**src/hw/rtl/dqvs_pkg.sv**
```systemverilog
// ----------------------------------------------------------------------------
// dqvs_pkg
// Shared sizes, codes, result type and slot arithmetic for the deque block.
// ----------------------------------------------------------------------------
package dqvs_pkg;

    localparam int DEPTH      = 16;
    localparam int WORD_WIDTH = 32;
    localparam int ADDR_W     = (DEPTH > 1) ? $clog2(DEPTH) : 1;
    localparam int CNT_W      = $clog2(DEPTH + 1);
    localparam int OUT_W      = 32;
    localparam int VAL_IN_W   = 32;

    // action codes
    localparam logic [2:0] ACT_PUSH_FRONT = 3'd0;
    localparam logic [2:0] ACT_PUSH_BACK  = 3'd1;
    localparam logic [2:0] ACT_POP_FRONT  = 3'd2;
    localparam logic [2:0] ACT_POP_BACK   = 3'd3;
    localparam logic [2:0] ACT_CONTAINS   = 3'd4;
    localparam logic [2:0] ACT_REMOVE     = 3'd5;

    // status codes
    localparam logic [1:0] STAT_OK        = 2'd0;
    localparam logic [1:0] STAT_FULL      = 2'd1;
    localparam logic [1:0] STAT_EMPTY     = 2'd2;
    localparam logic [1:0] STAT_NOT_FOUND = 2'd3;

    typedef logic [WORD_WIDTH-1:0] word_t;
    typedef logic [ADDR_W-1:0]     addr_t;
    typedef logic [CNT_W-1:0]      cnt_t;

    typedef struct packed {
        logic [1:0]             status;
        logic                   found;
        cnt_t                   entry_count;
        logic                   is_empty;
        logic signed [OUT_W-1:0] front_value;
        logic signed [OUT_W-1:0] back_value;
    } result_t;

    // physical slot of logical position pos, counted from head
    function automatic addr_t slot_of(input addr_t head, input cnt_t pos);
        logic [CNT_W:0] sum;
        sum = (CNT_W+1)'(head) + (CNT_W+1)'(pos);
        if (sum >= (CNT_W+1)'(DEPTH)) begin
            sum = sum - (CNT_W+1)'(DEPTH);
        end
        return sum[ADDR_W-1:0];
    endfunction

    // keep the low WORD_WIDTH bits of the input word
    function automatic word_t to_word(input logic [VAL_IN_W-1:0] v);
        word_t w;
        for (int i = 0; i < WORD_WIDTH; i++) begin
            w[i] = (i < VAL_IN_W) ? v[i] : v[VAL_IN_W-1];
        end
        return w;
    endfunction

    // sign-extend a stored word to the result width
    function automatic logic [OUT_W-1:0] to_out(input word_t w);
        logic [OUT_W-1:0] r;
        for (int i = 0; i < OUT_W; i++) begin
            r[i] = (i < WORD_WIDTH) ? w[i] : w[WORD_WIDTH-1];
        end
        return r;
    endfunction

endpackage

```
**src/hw/rtl/dqvs_ram.sv**
```systemverilog
// ----------------------------------------------------------------------------
// dqvs_ram
// Simple dual-port RAM: one write port, one read port, registered read data.
// ----------------------------------------------------------------------------
module dqvs_ram #(
    parameter int WIDTH = 32,
    parameter int DEPTH = 16,
    parameter int AW    = (DEPTH > 1) ? $clog2(DEPTH) : 1
) (
    input  logic             aclk,
    input  logic             we,
    input  logic [AW-1:0]    waddr,
    input  logic [WIDTH-1:0] wdata,
    input  logic             re,
    input  logic [AW-1:0]    raddr,
    output logic [WIDTH-1:0] rdata
);

    logic [WIDTH-1:0] mem [DEPTH];

    always_ff @(posedge aclk) begin
        if (we) begin
            mem[waddr] <= wdata;
        end
    end

    // hold read data until the next read
    always_ff @(posedge aclk) begin
        if (re) begin
            rdata <= mem[raddr];
        end
    end

endmodule

```
**src/hw/rtl/dqvs_ctrl.sv**
```systemverilog
// ----------------------------------------------------------------------------
// dqvs_ctrl
// Operation sequencer: pointer updates, scan, gap closing, front/back fetch.
// ----------------------------------------------------------------------------
module dqvs_ctrl (
    input  logic                     aclk,
    input  logic                     aresetn,
    input  logic                     in_valid,
    output logic                     in_ready,
    input  logic [2:0]               in_action,
    input  dqvs_pkg::word_t          in_value,
    output logic                     res_valid,
    input  logic                     res_ready,
    output dqvs_pkg::result_t        res,
    output logic                     mem_we,
    output dqvs_pkg::addr_t          mem_waddr,
    output dqvs_pkg::word_t          mem_wdata,
    output logic                     mem_re,
    output dqvs_pkg::addr_t          mem_raddr,
    input  dqvs_pkg::word_t          mem_rdata
);

    import dqvs_pkg::*;

    localparam logic [2:0] S_IDLE     = 3'd0;
    localparam logic [2:0] S_EXEC     = 3'd1;
    localparam logic [2:0] S_SCAN     = 3'd2;
    localparam logic [2:0] S_SHIFT    = 3'd3;
    localparam logic [2:0] S_RD_FRONT = 3'd4;
    localparam logic [2:0] S_RD_BACK  = 3'd5;
    localparam logic [2:0] S_DONE     = 3'd6;

    localparam cnt_t CNT_FULL = CNT_W'(DEPTH);
    localparam cnt_t CNT_ONE  = CNT_W'(1);

    logic [2:0] state_reg, state_next;
    addr_t      head_reg, head_next;
    cnt_t       count_reg, count_next;
    logic [2:0] act_reg, act_next;
    word_t      val_reg, val_next;
    logic [1:0] status_reg, status_next;
    logic       found_reg, found_next;
    cnt_t       iss_reg, iss_next;
    logic       pend_reg, pend_next;
    cnt_t       ppos_reg, ppos_next;
    word_t      front_reg, front_next;

    addr_t      head_dec;
    logic       match;
    logic       empty;

    always_ff @(posedge aclk) begin
        if (!aresetn) begin
            state_reg <= S_IDLE;
            head_reg  <= '0;
            count_reg <= '0;
            pend_reg  <= 1'b0;
        end else begin
            state_reg <= state_next;
            head_reg  <= head_next;
            count_reg <= count_next;
            pend_reg  <= pend_next;
        end
    end

    always_ff @(posedge aclk) begin
        act_reg    <= act_next;
        val_reg    <= val_next;
        status_reg <= status_next;
        found_reg  <= found_next;
        iss_reg    <= iss_next;
        ppos_reg   <= ppos_next;
        front_reg  <= front_next;
    end

    assign head_dec = (head_reg == '0) ? addr_t'(DEPTH - 1) : head_reg - addr_t'(1);
    assign match    = pend_reg && (mem_rdata == val_reg);
    assign empty    = (count_reg == '0);

    always_comb begin
        state_next  = state_reg;
        head_next   = head_reg;
        count_next  = count_reg;
        act_next    = act_reg;
        val_next    = val_reg;
        status_next = status_reg;
        found_next  = found_reg;
        iss_next    = iss_reg;
        pend_next   = pend_reg;
        ppos_next   = ppos_reg;
        front_next  = front_reg;
        mem_we      = 1'b0;
        mem_waddr   = head_reg;
        mem_wdata   = val_reg;
        mem_re      = 1'b0;
        mem_raddr   = head_reg;
        in_ready    = 1'b0;
        res_valid   = 1'b0;

        unique case (state_reg)
            S_IDLE: begin
                in_ready = 1'b1;
                if (in_valid) begin
                    act_next    = in_action;
                    val_next    = in_value;
                    status_next = STAT_OK;
                    found_next  = 1'b0;
                    state_next  = S_EXEC;
                end
            end
            S_EXEC: begin
                state_next = S_RD_FRONT;
                unique case (act_reg)
                    ACT_PUSH_FRONT: begin
                        if (count_reg == CNT_FULL) begin
                            status_next = STAT_FULL;
                        end else begin
                            mem_we     = 1'b1;
                            mem_waddr  = head_dec;
                            head_next  = head_dec;
                            count_next = count_reg + CNT_ONE;
                        end
                    end
                    ACT_PUSH_BACK: begin
                        if (count_reg == CNT_FULL) begin
                            status_next = STAT_FULL;
                        end else begin
                            mem_we     = 1'b1;
                            mem_waddr  = slot_of(head_reg, count_reg);
                            count_next = count_reg + CNT_ONE;
                        end
                    end
                    ACT_POP_FRONT: begin
                        if (empty) begin
                            status_next = STAT_EMPTY;
                        end else begin
                            head_next  = slot_of(head_reg, CNT_ONE);
                            count_next = count_reg - CNT_ONE;
                        end
                    end
                    ACT_POP_BACK: begin
                        if (empty) begin
                            status_next = STAT_EMPTY;
                        end else begin
                            count_next = count_reg - CNT_ONE;
                        end
                    end
                    ACT_CONTAINS, ACT_REMOVE: begin
                        if (empty) begin
                            status_next = STAT_EMPTY;
                        end else begin
                            iss_next   = '0;
                            pend_next  = 1'b0;
                            state_next = S_SCAN;
                        end
                    end
                    default: begin
                    end
                endcase
            end
            S_SCAN: begin
                // one read issued per cycle, compared in the following cycle
                priority if (match) begin
                    found_next = 1'b1;
                    if (act_reg == ACT_REMOVE) begin
                        iss_next   = ppos_reg + CNT_ONE;
                        pend_next  = 1'b0;
                        state_next = S_SHIFT;
                    end else begin
                        pend_next  = 1'b0;
                        state_next = S_RD_FRONT;
                    end
                end else if (pend_reg && (ppos_reg == count_reg - CNT_ONE)) begin
                    status_next = STAT_NOT_FOUND;
                    pend_next   = 1'b0;
                    state_next  = S_RD_FRONT;
                end else if (iss_reg < count_reg) begin
                    mem_re    = 1'b1;
                    mem_raddr = slot_of(head_reg, iss_reg);
                    iss_next  = iss_reg + CNT_ONE;
                    pend_next = 1'b1;
                    ppos_next = iss_reg;
                end else begin
                    pend_next = 1'b0;
                end
            end
            S_SHIFT: begin
                // write back the entry read last cycle one place nearer the front
                if (pend_reg) begin
                    mem_we    = 1'b1;
                    mem_waddr = slot_of(head_reg, ppos_reg);
                    mem_wdata = mem_rdata;
                end
                if (iss_reg < count_reg) begin
                    mem_re    = 1'b1;
                    mem_raddr = slot_of(head_reg, iss_reg);
                    pend_next = 1'b1;
                    ppos_next = iss_reg - CNT_ONE;
                    iss_next  = iss_reg + CNT_ONE;
                end else begin
                    pend_next = 1'b0;
                    if (!pend_reg) begin
                        count_next = count_reg - CNT_ONE;
                        state_next = S_RD_FRONT;
                    end
                end
            end
            S_RD_FRONT: begin
                mem_re     = !empty;
                mem_raddr  = head_reg;
                state_next = S_RD_BACK;
            end
            S_RD_BACK: begin
                front_next = mem_rdata;
                mem_re     = !empty;
                mem_raddr  = slot_of(head_reg, count_reg - CNT_ONE);
                state_next = S_DONE;
            end
            S_DONE: begin
                res_valid = 1'b1;
                if (res_ready) begin
                    state_next = S_IDLE;
                end
            end
            default: begin
                state_next = S_IDLE;
            end
        endcase
    end

    always_comb begin
        res.status      = status_reg;
        res.found       = found_reg;
        res.entry_count = count_reg;
        res.is_empty    = empty;
        res.front_value = empty ? '0 : to_out(front_reg);
        res.back_value  = empty ? '0 : to_out(mem_rdata);
    end

endmodule

```
**src/hw/rtl/deque_with_value_search_remove_top.sv**
```systemverilog
// ----------------------------------------------------------------------------
// deque_with_value_search_remove_top
// Bounded double-ended queue of signed words with search and remove by value.
// ----------------------------------------------------------------------------
// Usage:
//   Input words arrive on s_tvalid/s_tready: s_tuser carries the action
//   (push front, push back, pop front, pop back, contains, remove value),
//   s_tdata the value. Each input word yields exactly one result word on
//   m_tvalid/m_tready: s_tuser-style status in m_tuser, and found flag,
//   entry count, empty flag, front and back values in m_tdata.
//   One item is worked at a time. For remove, scan and gap closing together
//   touch each held entry once. The slot memory has a single read port: one
//   entry is read per cycle during scan and shift, and front and back are
//   fetched one after the other.
//   Reset clears the head pointer and the entry count; slot contents are
//   not cleared, since only held entries are ever read.
//   A finished result sits in the output register; the sequencer takes the
//   next word while it waits and stalls only when a second result is ready
//   and m_tready is still low.
// ----------------------------------------------------------------------------
module deque_with_value_search_remove_top (
    input  logic        aclk,
    input  logic        aresetn,
    input  logic        s_tvalid,
    output logic        s_tready,
    input  logic [31:0] s_tdata,   // [31:0] value
    input  logic [2:0]  s_tuser,   // [2:0] action
    output logic        m_tvalid,
    input  logic        m_tready,
    output logic [71:0] m_tdata,   // [0] found, [5:1] entry_count, [6] is_empty,
                                   // [38:7] front_value, [70:39] back_value, [71] zero
    output logic [1:0]  m_tuser    // [1:0] status
);

    import dqvs_pkg::*;

    logic     mem_we;
    addr_t    mem_waddr;
    word_t    mem_wdata;
    logic     mem_re;
    addr_t    mem_raddr;
    word_t    mem_rdata;

    logic     res_valid;
    logic     res_ready;
    result_t  res;

    logic     out_valid_reg, out_valid_next;
    result_t  out_reg, out_next;

    // slot storage
    dqvs_ram #(
        .WIDTH (WORD_WIDTH),
        .DEPTH (DEPTH),
        .AW    (ADDR_W)
    ) u_ram (
        .aclk  (aclk),
        .we    (mem_we),
        .waddr (mem_waddr),
        .wdata (mem_wdata),
        .re    (mem_re),
        .raddr (mem_raddr),
        .rdata (mem_rdata)
    );

    // operation sequencer
    dqvs_ctrl u_ctrl (
        .aclk      (aclk),
        .aresetn   (aresetn),
        .in_valid  (s_tvalid),
        .in_ready  (s_tready),
        .in_action (s_tuser),
        .in_value  (to_word(s_tdata)),
        .res_valid (res_valid),
        .res_ready (res_ready),
        .res       (res),
        .mem_we    (mem_we),
        .mem_waddr (mem_waddr),
        .mem_wdata (mem_wdata),
        .mem_re    (mem_re),
        .mem_raddr (mem_raddr),
        .mem_rdata (mem_rdata)
    );

    // output register: load when empty or being drained
    assign res_ready = !out_valid_reg || m_tready;

    always_comb begin
        out_valid_next = out_valid_reg;
        out_next       = out_reg;
        if (res_ready) begin
            out_valid_next = res_valid;
            if (res_valid) begin
                out_next = res;
            end
        end
    end

    always_ff @(posedge aclk) begin
        if (!aresetn) begin
            out_valid_reg <= 1'b0;
        end else begin
            out_valid_reg <= out_valid_next;
        end
    end

    always_ff @(posedge aclk) begin
        out_reg <= out_next;
    end

    // pack the result word
    assign m_tvalid = out_valid_reg;
    assign m_tuser  = out_reg.status;
    assign m_tdata  = {1'b0,
                       out_reg.back_value,
                       out_reg.front_value,
                       out_reg.is_empty,
                       out_reg.entry_count,
                       out_reg.found};

endmodule

```
**config.mk**
```make
export PLATFORM = sky130hd
export DESIGN_NAME = deque_with_value_search_remove_top
export DESIGN_NICKNAME = d
export VERILOG_FILES = /design/src/hw/rtl/dqvs_pkg.sv /design/src/hw/rtl/dqvs_ram.sv /design/src/hw/rtl/dqvs_ctrl.sv /design/src/hw/rtl/deque_with_value_search_remove_top.sv
export SDC_FILE = /design/constraint.sdc
export NUM_CORES = 1
export LEC_CHECK = 0
export ABC_AREA = 0
export BUFFER_PORTS_ARGS = -buffer_cell sky130_fd_sc_hd__buf_2
export CAP_MARGIN = 5
export CORE_AREA = 2 2 247 249
export DETAILED_ROUTE_END_ITERATION = 16
export DIE_AREA = 0 0 249 251
export PLACE_DENSITY_LB_ADDON = 0.08
export SYNTH_ARGS = -nofsm -noshare
export SYNTH_HDL_FRONTEND = slang
export SYNTH_SLANG_ARGS = --single-unit
export TNS_END_PERCENT = 50
```
**constraint.sdc**
```tcl
create_clock -name aclk -period 7.4 [get_ports aclk]
set_input_delay 0.37 -clock aclk [delete_from_list [all_inputs] [get_ports aclk]]
set_output_delay 0.37 -clock aclk [all_outputs]
set_load 0.05 [all_outputs]
```
## Word-level counts from Yosys, hierarchy flattened

Memories as Yosys holds them, arrays and structs flattened. A register that Yosys moved wholly into a read port is not among the register bits.
Cells that the tools add are included.

| storage, ports and cells | value |
|---|---|
| register bits | 167 |
| memory bits (writable) | 512 |
| logic and storage cells | 179 |
| memories | 1 |

| operators by class | value |
|---|---|
| $add $sub $neg | 16 |
| magnitude comparators | 6 |
| equal/unequal tests | 36 |
| mux-type cells | 72 |
| reduce and logical (&&, ||, !) cells | 30 |

Memories:

| name | depth | bits a word | read ports | clocked after memory_dff | write ports | RTL line | source |
|---|---|---|---|---|---|---|---|
| u_ram.mem | 16 | 32 | 1 | 1 | 1 | dqvs_ram.sv:19 | `logic [WIDTH-1:0] mem [DEPTH];` |

Operator list:

| cell | number |
|---|---|
| 5-bit two-way mux | 14 |
| 32-bit two-way mux | 2 |
| 4-bit two-way mux | 13 |
| 32-bit equality test | 1 |
| 5-bit case mux with 2 select lines | 3 |
| 3-bit two-way mux | 9 |
| 4-bit by 5-bit adder with 6-bit output | 4 |
| 6-bit by 5-bit >= comparator with 1-bit output (second input constant) | 4 |
| 4-bit case mux with 2 select lines | 3 |
| 4-bit by 1-bit subtractor with 4-bit output (second input constant) | 6 |
| 3-bit case mux with 7 select lines | 1 |
| 2-bit != test (second input constant) | 8 |
| 5-bit by 1-bit adder with 5-bit output (second input constant) | 3 |
| 3-bit equality test (second input constant) | 5 |
| 3-bit != test (second input constant) | 5 |
| 5-bit case mux with 3 select lines | 1 |
| 5-bit AND reduction | 3 |
| 1-bit two-way mux | 14 |
| 3-bit by 2-bit equality test with 1-bit output (second input constant) | 4 |
| 4-bit case mux with 3 select lines | 1 |
| 2-bit two-way mux | 5 |
| 2-bit by 1-bit != test with 1-bit output (second input constant) | 5 |
| 5-bit by 1-bit subtractor with 5-bit output (second input constant) | 2 |
| 3-bit by 2-bit != test with 1-bit output (second input constant) | 3 |
| 25 further kinds | 41 |

## Logic depth before layout (Yosys ltp)

Gate-level depths: netlist (run 1).

| depth | value |
|---|---|
| depth in word-level cells | 7 |
| mapped depth | 16 |
| mapped depth without buffers | 14 |

## Hierarchy

From an unflattened synthesis (run 1), not the netlist that was laid out.

| unflattened totals | value |
|---|---|
| cells, all modules | 1498 |
| area, all modules | 28498.6 µm² |

Modules (own cells, without submodules):

| module | times used | cells each | area an instance (µm²) | seq. area each (µm²) |
|---|---|---|---|---|
| dqvs_ram | 1 | 838 | 20174.3 | 16335.7 |
| dqvs_ctrl | 1 | 580 | 6063.3 | 2662.6 |
| deque_with_value_search_remove_top | 1 | 80 | 2260.9 | 2212.1 |

## Worst setup path before layout (run 1)

OpenSTA, ideal clock, no wires.

| path | value |
|---|---|
| path type | reg-to-reg |
| start point | reg u_ctrl.state_reg[1] |
| end point | reg out_reg (netlist bit m_tdata[0]) (enable) |
| library setup time | 0.594 ns |
| data arrival time | 6.057 ns |
| path slack | 0.749 ns |
| stages on the path, launching flop included | 6 |
| buffers on the path | 3 |
| cell sequence | dfxtp_1 buf_2 clkbuf_1 clkbuf_1 nand2_1 nor3_1 |

| on the way | value |
|---|---|
| cells in the longest elaborated chain, start to end | 3 |

Ends and longest elaborated chain:

| item | RTL line | source |
|---|---|---|
| from (decl) | dqvs_ctrl.sv:36 | `logic [2:0] state_reg, state_next;` |
| from (signal assigned) | dqvs_ctrl.sv:59 | `state_reg <= state_next;` |
| 3-bit equality test | dqvs_ctrl.sv:100 | `unique case (state_reg)` |
| 1-bit two-way mux | dqvs_ctrl.sv:100 |  |
| 2-bit AND reduction (no line) | - |  |
| to (signal assigned) | deque_with_value_search_remove_top.sv:108 | `out_reg <= out_next;` |
| to (decl) | deque_with_value_search_remove_top.sv:49 | `result_t out_reg, out_next;` |

Every way passes these cells.
A chain may end at the register's enable or synchronous reset.

## Worst setup path in the final report (run 1)

| path | value |
|---|---|
| start point | reg u_ram.rdata[8], read port of u_ram.mem |
| end point | reg u_ram.rdata[30], read port of u_ram.mem, data pin |

| on the way | value |
|---|---|
| cells in the longest elaborated chain, start to end | 4 |
| elaborated cells on any way between the ends | 6 |
| classes of those cells | eq/ne (1); mux (4); reduce/logical (1) |

Ends and longest elaborated chain:

| item | RTL line | source |
|---|---|---|
| from (decl) | dqvs_ram.sv:16 | `output logic [WIDTH-1:0] rdata` |
| 32-bit equality test * | dqvs_ctrl.sv:77 | `assign match = pend_reg && (mem_rdata == val_reg);` |
| 1-bit logical AND * | dqvs_ctrl.sv:77 |  |
| 4-bit two-way mux or 1-bit two-way mux (tied branches) | dqvs_ctrl.sv:163 | `priority if (match) begin` |
| 4-bit case mux with 3 select lines or 1-bit case mux with 3 select lines (tied branches) | dqvs_ctrl.sv:100 |  |

Every way passes the cells marked *; elsewhere a longest branch is shown, timed or not.

==> metrics.txt, run 1 <==
sequential cell area 21200 um^2; post-CTS setup buffers 0; Yosys warning total 0; sequential share of power 44.2%; GRT Total Usage 22.4%; Worst Hold Class in -> reg; cts bufs inserted 74; Netlist cell types 72; EDFF count, synth 697; Slew @ Worst Pin 1.10 ns; crit path time final 5.00 ns; ys async rst share 0%; Layout Skew 0.0210 ns; number of global-route vias before repair 15132; Mapped Nets 1799; Post-DP HPWL 41.0 mm; CP Class reg -> reg; Crit. End Element register; Final Hold Fails 0; first-pass GRT wire length 103 mm; Port-buffer cells 113; Clock Power Share 29.4%; largest net degree at the start of global routing 77; initial core utilization 49.6%; syn avg cell area 17.1 um^2; CTS tree built; clock buffer depth 3; Remaining DRCs 0; Sink Count 711; Psw 3.69 mW; Main synth FF type edfxtp_1; Area growth syn-to-layout 13.0%; switching fraction of total power 31.3%; clk root buf clkbuf_16; I/O pin cnt 115; Post-Route WL 69.8 mm; relative slew slack 26.9%; die height 251 um; critical path fanouts, max 32; register area share after synthesis 71.6%; Via density 5.70; initial antenna violation count 3; Layout Utilization 56.0%; Top reg by flops u_ram.mem; Worst Path Required 7.86 ns; Int Pwr 8.11 mW; crit path launch type register; die footprint 62500 um^2; max reg flops 512; Final setup viols 0; final net count 1972; total gr overflow 0; P_leak 10.8 nW; synthesized area 29600 um^2; status completed; Reg clk slew, reported paths 0.06 ns; area leader, netlist edfxtp_1; H-tree levels 3; Peak Freq 200 MHz; P per Cell Area 352 nW/um^2; top cell type's share of synthesized area 70.6%; Clk Latency, worst-skew pair 0.62 ns; DRT antenna net count 0; initial drt markers 1317; Vias 15649; Tcrit/Tclk final 67.6%; Rows 90; Worst VDD drop 238 uV; Fillers 4692; main area contributors after synthesis edfxtp_1 71%, mux2i_1 6.6%, mux2_2 4.3%; RePlAce Congestion 0.837; RSZ-0062 raised after global routing no; TritonRoute pass-1 iters 5; core area 59800 um^2; routed len/inst 25.4 um; Slew Limit Fails 0; crit path DAT 5.46 ns; Die X 249 um; combinational share of power 26.4%; multi-input combinational cell area 7760 um^2; post-synthesis register bit count 711; share of cells above drive strength 1 21.9%; Setup TNS Final 0 ns; max cap viols 0; Gate Count Post-Synth 1733
power groups by stage:
| stage | Sequential [mW] | Combinational, mW | Clock [mW] |
|---|---|---|---|
| floorplan | 5.25 | 2.43 | 0 |
| global placement | 5.29 | 3.09 | 0 |
| detailed placement | 5.30 | 3.12 | 0 |
| CTS | 5.22 | 3.14 | 3.54 |
| global route | 5.25 | 3.36 | 3.70 |
| finish | 5.22 | 3.11 | 3.47 |
final timing paths:
path                   startpoint                   to  slack (ns)  cells after the start
max                u_ram.rdata[8]      u_ram.rdata[30]        2.40                     11
min                      s_tvalid  u_ctrl.state_reg[1]        0.12                      3
max reg2reg        u_ram.rdata[8]      u_ram.rdata[30]        2.40                     11
min reg2reg  u_ctrl.status_reg[0]           m_tuser[0]        0.43                      0
cells in the final DEF (no fill, tap or decap), types with 16 or more instances in the layout:
cell type / Yosys / routed
mux2_1: 49 / 49
nor2_1: 43 / 27
nand2_1: 43 / 42
buf_2: 11 / 113
xor2_1: 42 / 42
clkinv_1: 0 / 20
o21ai_0: 18 / 18
nor2_4: 0 / 16
dlygate4sd3_1: 0 / 35
ha_1: 23 / 23
nor3_2: 33 / 34
mux2i_1: 194 / 194
o22ai_1: 102 / 102
inv_1: 21 / 20
a21oi_1: 28 / 28
nor2b_1: 72 / 72
edfxtp_1: 697 / 697
mux2_2: 112 / 112
xnor2_1: 28 / 28
clkbuf_16: 0 / 76
buf_4: 3 / 37
cell families after synthesis:
family                   Yosys count  share of synthesized area [%]
flip-flops                       711                           71.6
other                              1                         0.0127
adder cells (fa/ha/maj)           27                           1.24
multiplexers                     355                           12.7
buffers and inverters            110                           2.76
AO/OA/AOI/OAI                    195                           4.37
AND/OR/NAND/NOR                  264                           5.32
XOR/XNOR                          70                           2.07
cell type report:
cell class                 instances  share of cell area [%]
sequential                       711                    63.3
antenna                            3                  0.0224
clock buffer                      91                    5.85
multi-input combinational        912                    23.2
inverter                          21                   0.235
clock inverter                    41                   0.826
tap                              782                    2.92
timing repair buffer             186                    3.62
through the flow:
stage	hold WS (ns)	instances	power [mW]	worst slack, ns	instance area [um^2]
2_1_floorplan	0.400	1733	7.68	0.749	29600
3_3_place_gp	0.408	2577	8.38	2.46	30900
3_5_place_dp	0.413	2577	8.42	2.35	30900
4_1_cts	0.0915	2744	11.9	2.34	33500
5_1_grt	0.127	2745	12.3	2.19	33500
6_report	0.118	2747	11.8	2.40	33500
synthesized netlist by cell type (7+ instances only):
master and n:
o21ai_0 18, a21oi_1 28, mux2_2 112, and2_1 11, nor4_1 10, nand2b_1 11, nor3_1 11, nor3_2 33
buf_2 11, xnor2_1 28, edfxtp_1 697, nor2_1 43, buf_1 9, inv_1 21, mux2_1 49, dfxtp_1 14
nand2_1 43, buf_12 12, mux2i_1 194, nand4_1 7, nor2b_1 72, o22ai_1 102, xor2_1 42, clkbuf_1 32
nand3_1 7, buf_6 17, ha_1 23
layer usage:
layer / vias to the layer above / track usage (%) / wire length [um]
met2: 469 / 34.3 / 31600
met4: 2 / 7.10 / 1640
met5: - / 0 / 12
met1: 8012 / 33.2 / 32500
met3: 91 / 3.51 / 4090
li1: 7075 / - / -
what timing repair did:
item / in CTS / in global routing
hold buffers: 35 / 0
hold endpoints to repair: 35 / 0
endpoints found under the setup margin: 0 / 0
gates resized for setup: 0 / 0
critical path, cell delays in order, from the launching register on:
cell	delay (ns)
edfxtp_1	0.43
xor2_1	0.20
nor4_1	0.69
nand4_1	0.24
or4_1	0.80
nand2_1	0.18
a32oi_1	0.11
a31oi_4	0.25
buf_4	0.52
nand2b_2	0.96
o22ai_1	0.23
nor3_2	0.21
(Power assumes the default switching activity.)
==> run 2, diff against run 1 <==
==> constraint.sdc (replaced) <==
create_clock -name aclk -period 5.2 [get_ports aclk]
set_input_delay 0.26 -clock aclk [delete_from_list [all_inputs] [get_ports aclk]]
set_output_delay 0.26 -clock aclk [all_outputs]
set_load 0.05 [all_outputs]
==> metrics.txt, run 2 (synthesized netlist as in run 1, its figures left out) <==
status completed; Slew @ Worst Pin 0.859 ns; P_leak 11.0 nW; Slew Limit Fails 0; initial drt markers 1278; Post-DP HPWL 41.7 mm; CTS tree built; CP Class reg -> reg; post-CTS setup buffers 0; clk root buf clkbuf_16; max reg flops 512; die footprint 62500 um^2; Crit. End Element register; Area growth syn-to-layout 14.1%; crit-path max cell delay 0.80 ns; Worst VDD drop 327 uV; Post-Place Cells 2590; RePlAce Congestion 0.850; crit path DAT 4.75 ns; Tcrit/Tclk final 82.5%; Clk Latency, worst-skew pair 0.61 ns; Peak Freq 233 MHz; Worst Path Required 5.66 ns; most common cell after layout, fill and taps aside edfxtp_1; initial core utilization 49.6%; GRT Total Usage 22.7%; final net count 1985; Setup TNS Final 0 ns; core area 59800 um^2; Vias 15634; TritonRoute pass-1 iters 5; Post-Route WL 70.6 mm; Port-buffer cells 113; I/O pin cnt 115; die height 251 um; Final setup viols 0; total gr overflow 0; Remaining DRCs 0; Final Hold Fails 0; share of cells above drive strength 1 22.7%; crit path launch type register; Top reg by flops u_ram.mem; relative slew slack 42.6%; H-tree levels 3; DRT antenna net count 0; Layout Skew 0.0196 ns; Slowest cell on crit path or4_1; cts bufs inserted 74; RSZ-0062 raised after global routing no; largest net degree at the start of global routing 69; max cap viols 0; total chip power 17.2 mW; final cell count without fillers 2756; initial antenna violation count 1; Sink Count 711; critical path fanouts, max 10; crit path time final 4.29 ns; clock buffer depth 3; Reg clk slew, reported paths 0.06 ns; Worst Hold Class in -> reg; commonest non-fill, non-tap cells in the layout 697 x edfxtp_1, 194 x mux2i_1, 113 x buf_2; Via density 5.67; WHS 0.0415 ns; Rows 90; Die X 249 um; crit-path cells xor2_1 -> nor4_1 -> nand4_1 -> or4_1 -> nand2_1 -> a32oi_1 -> a31oi_4 -> nand2b_2 -> buf_4 -> o22ai_1 -> nor3_2; number of global-route vias before repair 15368; P per Cell Area 508 nW/um^2; routed len/inst 25.6 um; first-pass GRT wire length 103 mm
-- run 2: cell count changes in the layout (fill, tap and decap cells not counted), sizes merged --
cell / before / now
buf: 151 / 164
bufinv: 3 / 6
clkinv: 36 / 27
clkinvlp: 1 / 3
diode: 3 / 2
inv: 22 / 23
-- run 2: path summary, 6_finish.rpt --
path | start | end | slack (ns) | cells past startpoint
worst max-delay path | u_ram.rdata[31] | u_ram.rdata[10] | 0.91 | 11
worst min-delay path | aresetn | u_ctrl.pend_reg | 0.04 | 2
worst max register to register | u_ram.rdata[31] | u_ram.rdata[10] | 0.91 | 11
worst min register to register | u_ctrl.found_reg | m_tdata[0] | 0.42 | 0
-- run 2: final cells by class --
| type | instances | area, um^2 |
|---|---|---|
| Sequential cell | 711 | 21200 |
| Antenna cell | 2 | 5.00 |
| Tap cell | 782 | 978 |
| Timing Repair Buffer | 199 | 1460 |
| Multi-Input combinational cell | 912 | 7760 |
| Clock inverter | 38 | 363 |
| Inverter | 21 | 78.8 |
| Clock buffer | 91 | 1960 |
| Fill cell | 4627 | 26000 |
-- run 2: where the power goes --
part / internal (mW) / total [mW] / switching (mW) / leakage [nW]
combinational: 1.74 / 4.63 / 2.89 / 3.43
clock: 2.97 / 5.10 / 2.12 / 1.13
sequential: 7.09 / 7.43 / 0.344 / 6.42
-- run 2: layer usage --
metal | vias to the layer above | global-route usage (%) | share of wire [%] | routed length (um)
li1 | 7093 | - | - | -
met1 | 7936 | 32.1 | 45 | 31600
met2 | 488 | 35.9 | 47 | 32800
met3 | 115 | 3.66 | 5.7 | 4000
met4 | 2 | 8.47 | 3.1 | 2160
met5 | - | 0 | 0.013 | 9
-- run 2: per-stage QoR --
stage	utilization, %	instance area [um^2]	setup WS, ns
after global routing	56.5	33800	0.705
after floorplan	-	29600	0.782
after CTS	56.5	33800	1.01
final	56.6	33800	0.910
after global placement	52.1	31100	1.03
after detailed placement	52.1	31100	1.00
-- run 2: repair_timing --
action                                 CTS  global route
endpoints found under the hold margin   35             0
gates resized for setup                  0             0
hold buffers                            35             0
-- run 2: critical path, delay by kind of cell, from the launching register on --
| family | cells | cell delay [ns] |
|---|---|---|
| AOI/OAI and AO/OA | 3 | 0.62 |
| xor gates and xnor gates | 1 | 0.23 |
| DFF | 1 | 0.56 |
| buffers and inverters | 1 | 0.30 |
| and+or+nand+nor | 6 | 2.40 |
==> run 3, diff against run 2 <==
==> constraint.sdc (replaced) <==
create_clock -name aclk -period 3.8 [get_ports aclk]
set_input_delay 0.19 -clock aclk [delete_from_list [all_inputs] [get_ports aclk]]
set_output_delay 0.19 -clock aclk [all_outputs]
set_load 0.05 [all_outputs]
==> metrics.txt, run 3 (synthesized netlist as in run 1, its figures left out) <==
Worst VDD drop 489 uV; Reg clk slew, reported paths 0.06 ns; DRT antenna net count 0; I/O pin cnt 115; max reg flops 512; most common cell after layout, fill and taps aside edfxtp_1; die height 251 um; initial core utilization 49.6%; Worst Hold Class in -> reg; Vias 15948; H-tree levels 3; cts bufs inserted 74; Sink Count 711; Int Pwr 17.0 mW; critical path fanouts, max 36; Final setup viols 0; CP Class reg -> reg; Worst Path Required 4.17 ns; Layout Utilization 58.8%; Setup TNS Final 0 ns; Final Hold Fails 0; Rows 90; RSZ-0062 raised after global routing yes; P per Cell Area 700 nW/um^2; max cap viols 0; RePlAce Congestion 0.863; clk root buf clkbuf_16; Placed Area 32100 um^2; TritonRoute pass-1 iters 5; largest net degree at the start of global routing 74; die footprint 62500 um^2; busiest grt layer met2; Clk Latency, worst-skew pair 0.62 ns; Post-Place Cells 2667; Clock Power Share 29.8%; Tcrit/Tclk final 98.7%; final cell count without fillers 2845; Crit. End Element register; commonest non-fill, non-tap cells in the layout 697 x edfxtp_1, 193 x mux2i_1, 113 x buf_2; crit path DAT 4.12 ns; core area 59800 um^2; share of cells above drive strength 1 26.6%; Slew Limit Fails 0; CTS tree built; relative slew slack 37.4%; initial drt markers 1266; Top reg by flops u_ram.mem; grt met3 use 3.89%; Post-DP HPWL 44.0 mm; switching fraction of total power 30.8%; sequential share of power 40.6%; dpl ws -0.180 ns; Die X 249 um; Layout Skew 0.0268 ns; crit path launch type register; routed len/inst 25.2 um; Post-Route WL 71.8 mm; Post-Layout Inst Area 35100 um^2; Slew @ Worst Pin 0.939 ns; Area growth syn-to-layout 18.5%; GRT Total Usage 23.0%; initial antenna violation count 4; number of global-route vias before repair 15783; flop2flop setup slack 0.05 ns; Port-buffer cells 113; Via density 5.61; Psw 7.57 mW; Fillers 4535; clock buffer depth 3; crit path time final 3.75 ns; total gr overflow 0; first-pass GRT wire length 104 mm; WHS 0.277 ns; total chip power 24.6 mW; Worst Setup Slack, final 0.0485 ns; Remaining DRCs 0; final net count 2070; P_leak 11.6 nW; Peak Freq 267 MHz; met2 Usage GRT 37.3%; combinational share of power 29.6%; status completed; met1 Resource Use GR 32.2%
run 3: cell count changes in the layout (fill, tap and decap cells not counted), moves of 3 or more:
cell           previous run  this run
clkinvlp_4                3         6
clkinv_4                  3         0
dlygate4sd3_1            35        39
clkbuf_1                 14        11
buf_4                    38        83
o22ai_1                 102        95
o22ai_2                   0         7
buf_12                   13        46
bufinv_16                 6        10
run 3: routing by layer:
layer  share of wire (%)  vias to the layer above
li1                    -                     7265
met1                  44                     8119
met2                  48                      477
met3                 6.6                       87
met4                 2.1                        0
met5                   0                        -
run 3: final timing paths:
| kind | startpoint | endpoint | cells after the start |
|---|---|---|---|
| setup / recovery | u_ctrl.val_reg[31] | u_ram.rdata[9] | 12 |
| hold / removal | s_tdata[19] | u_ctrl.val_reg[19] | 2 |
| setup reg to reg | u_ctrl.val_reg[31] | u_ram.rdata[9] | 12 |
| hold reg to reg | u_ctrl.found_reg | m_tdata[0] | 0 |
run 3: power by group through the flow:
| stage | logic (mW) | registers (mW) | clock network, mW |
|---|---|---|---|
| after floorplan | 4.73 | 10.2 | 0 |
| after global routing | 7.77 | 10.0 | 7.81 |
| final | 7.28 | 9.98 | 7.32 |
| after CTS | 7.12 | 9.98 | 7.48 |
| after detailed placement | 7.05 | 10.1 | 0 |
| after global placement | 6.96 | 10.1 | 0 |
run 3: area by class of cell:
class / count / area, um^2 / share of cell area, %
Antenna cell: 1 / 2.50 / 0.00712
Clock buffer: 87 / 1940 / 5.53
Clock inverter: 47 / 523 / 1.49
Inverter: 21 / 78.8 / 0.224
Multi-Input combinational cell: 912 / 7850 / 22.3
Sequential cell: 711 / 21200 / 60.4
Tap cell: 782 / 978 / 2.79
Timing Repair Buffer: 284 / 2550 / 7.25
run 3: what timing repair did:
action,in CTS,in global routing
hold buffers,39,0
gates resized for setup,3,13
endpoints found under the hold margin,50,0
setup buffers,0,3
cloned,0,1
pin swaps,0,4
setup endpoints to repair,32,95
run 3: critical path, cell delays in order, from the launching register on:
cell and delay, ns:
edfxtp_1 0.44, xor2_1 0.21, nor4_2 0.40, buf_4 0.22
nand4_1 0.17, or4_4 0.61, nand2_4 0.11, a2bb2oi_4 0.15
o21a_4 0.26, buf_12 0.26, mux2_2 0.37, o22ai_1 0.19
nor3_2 0.07
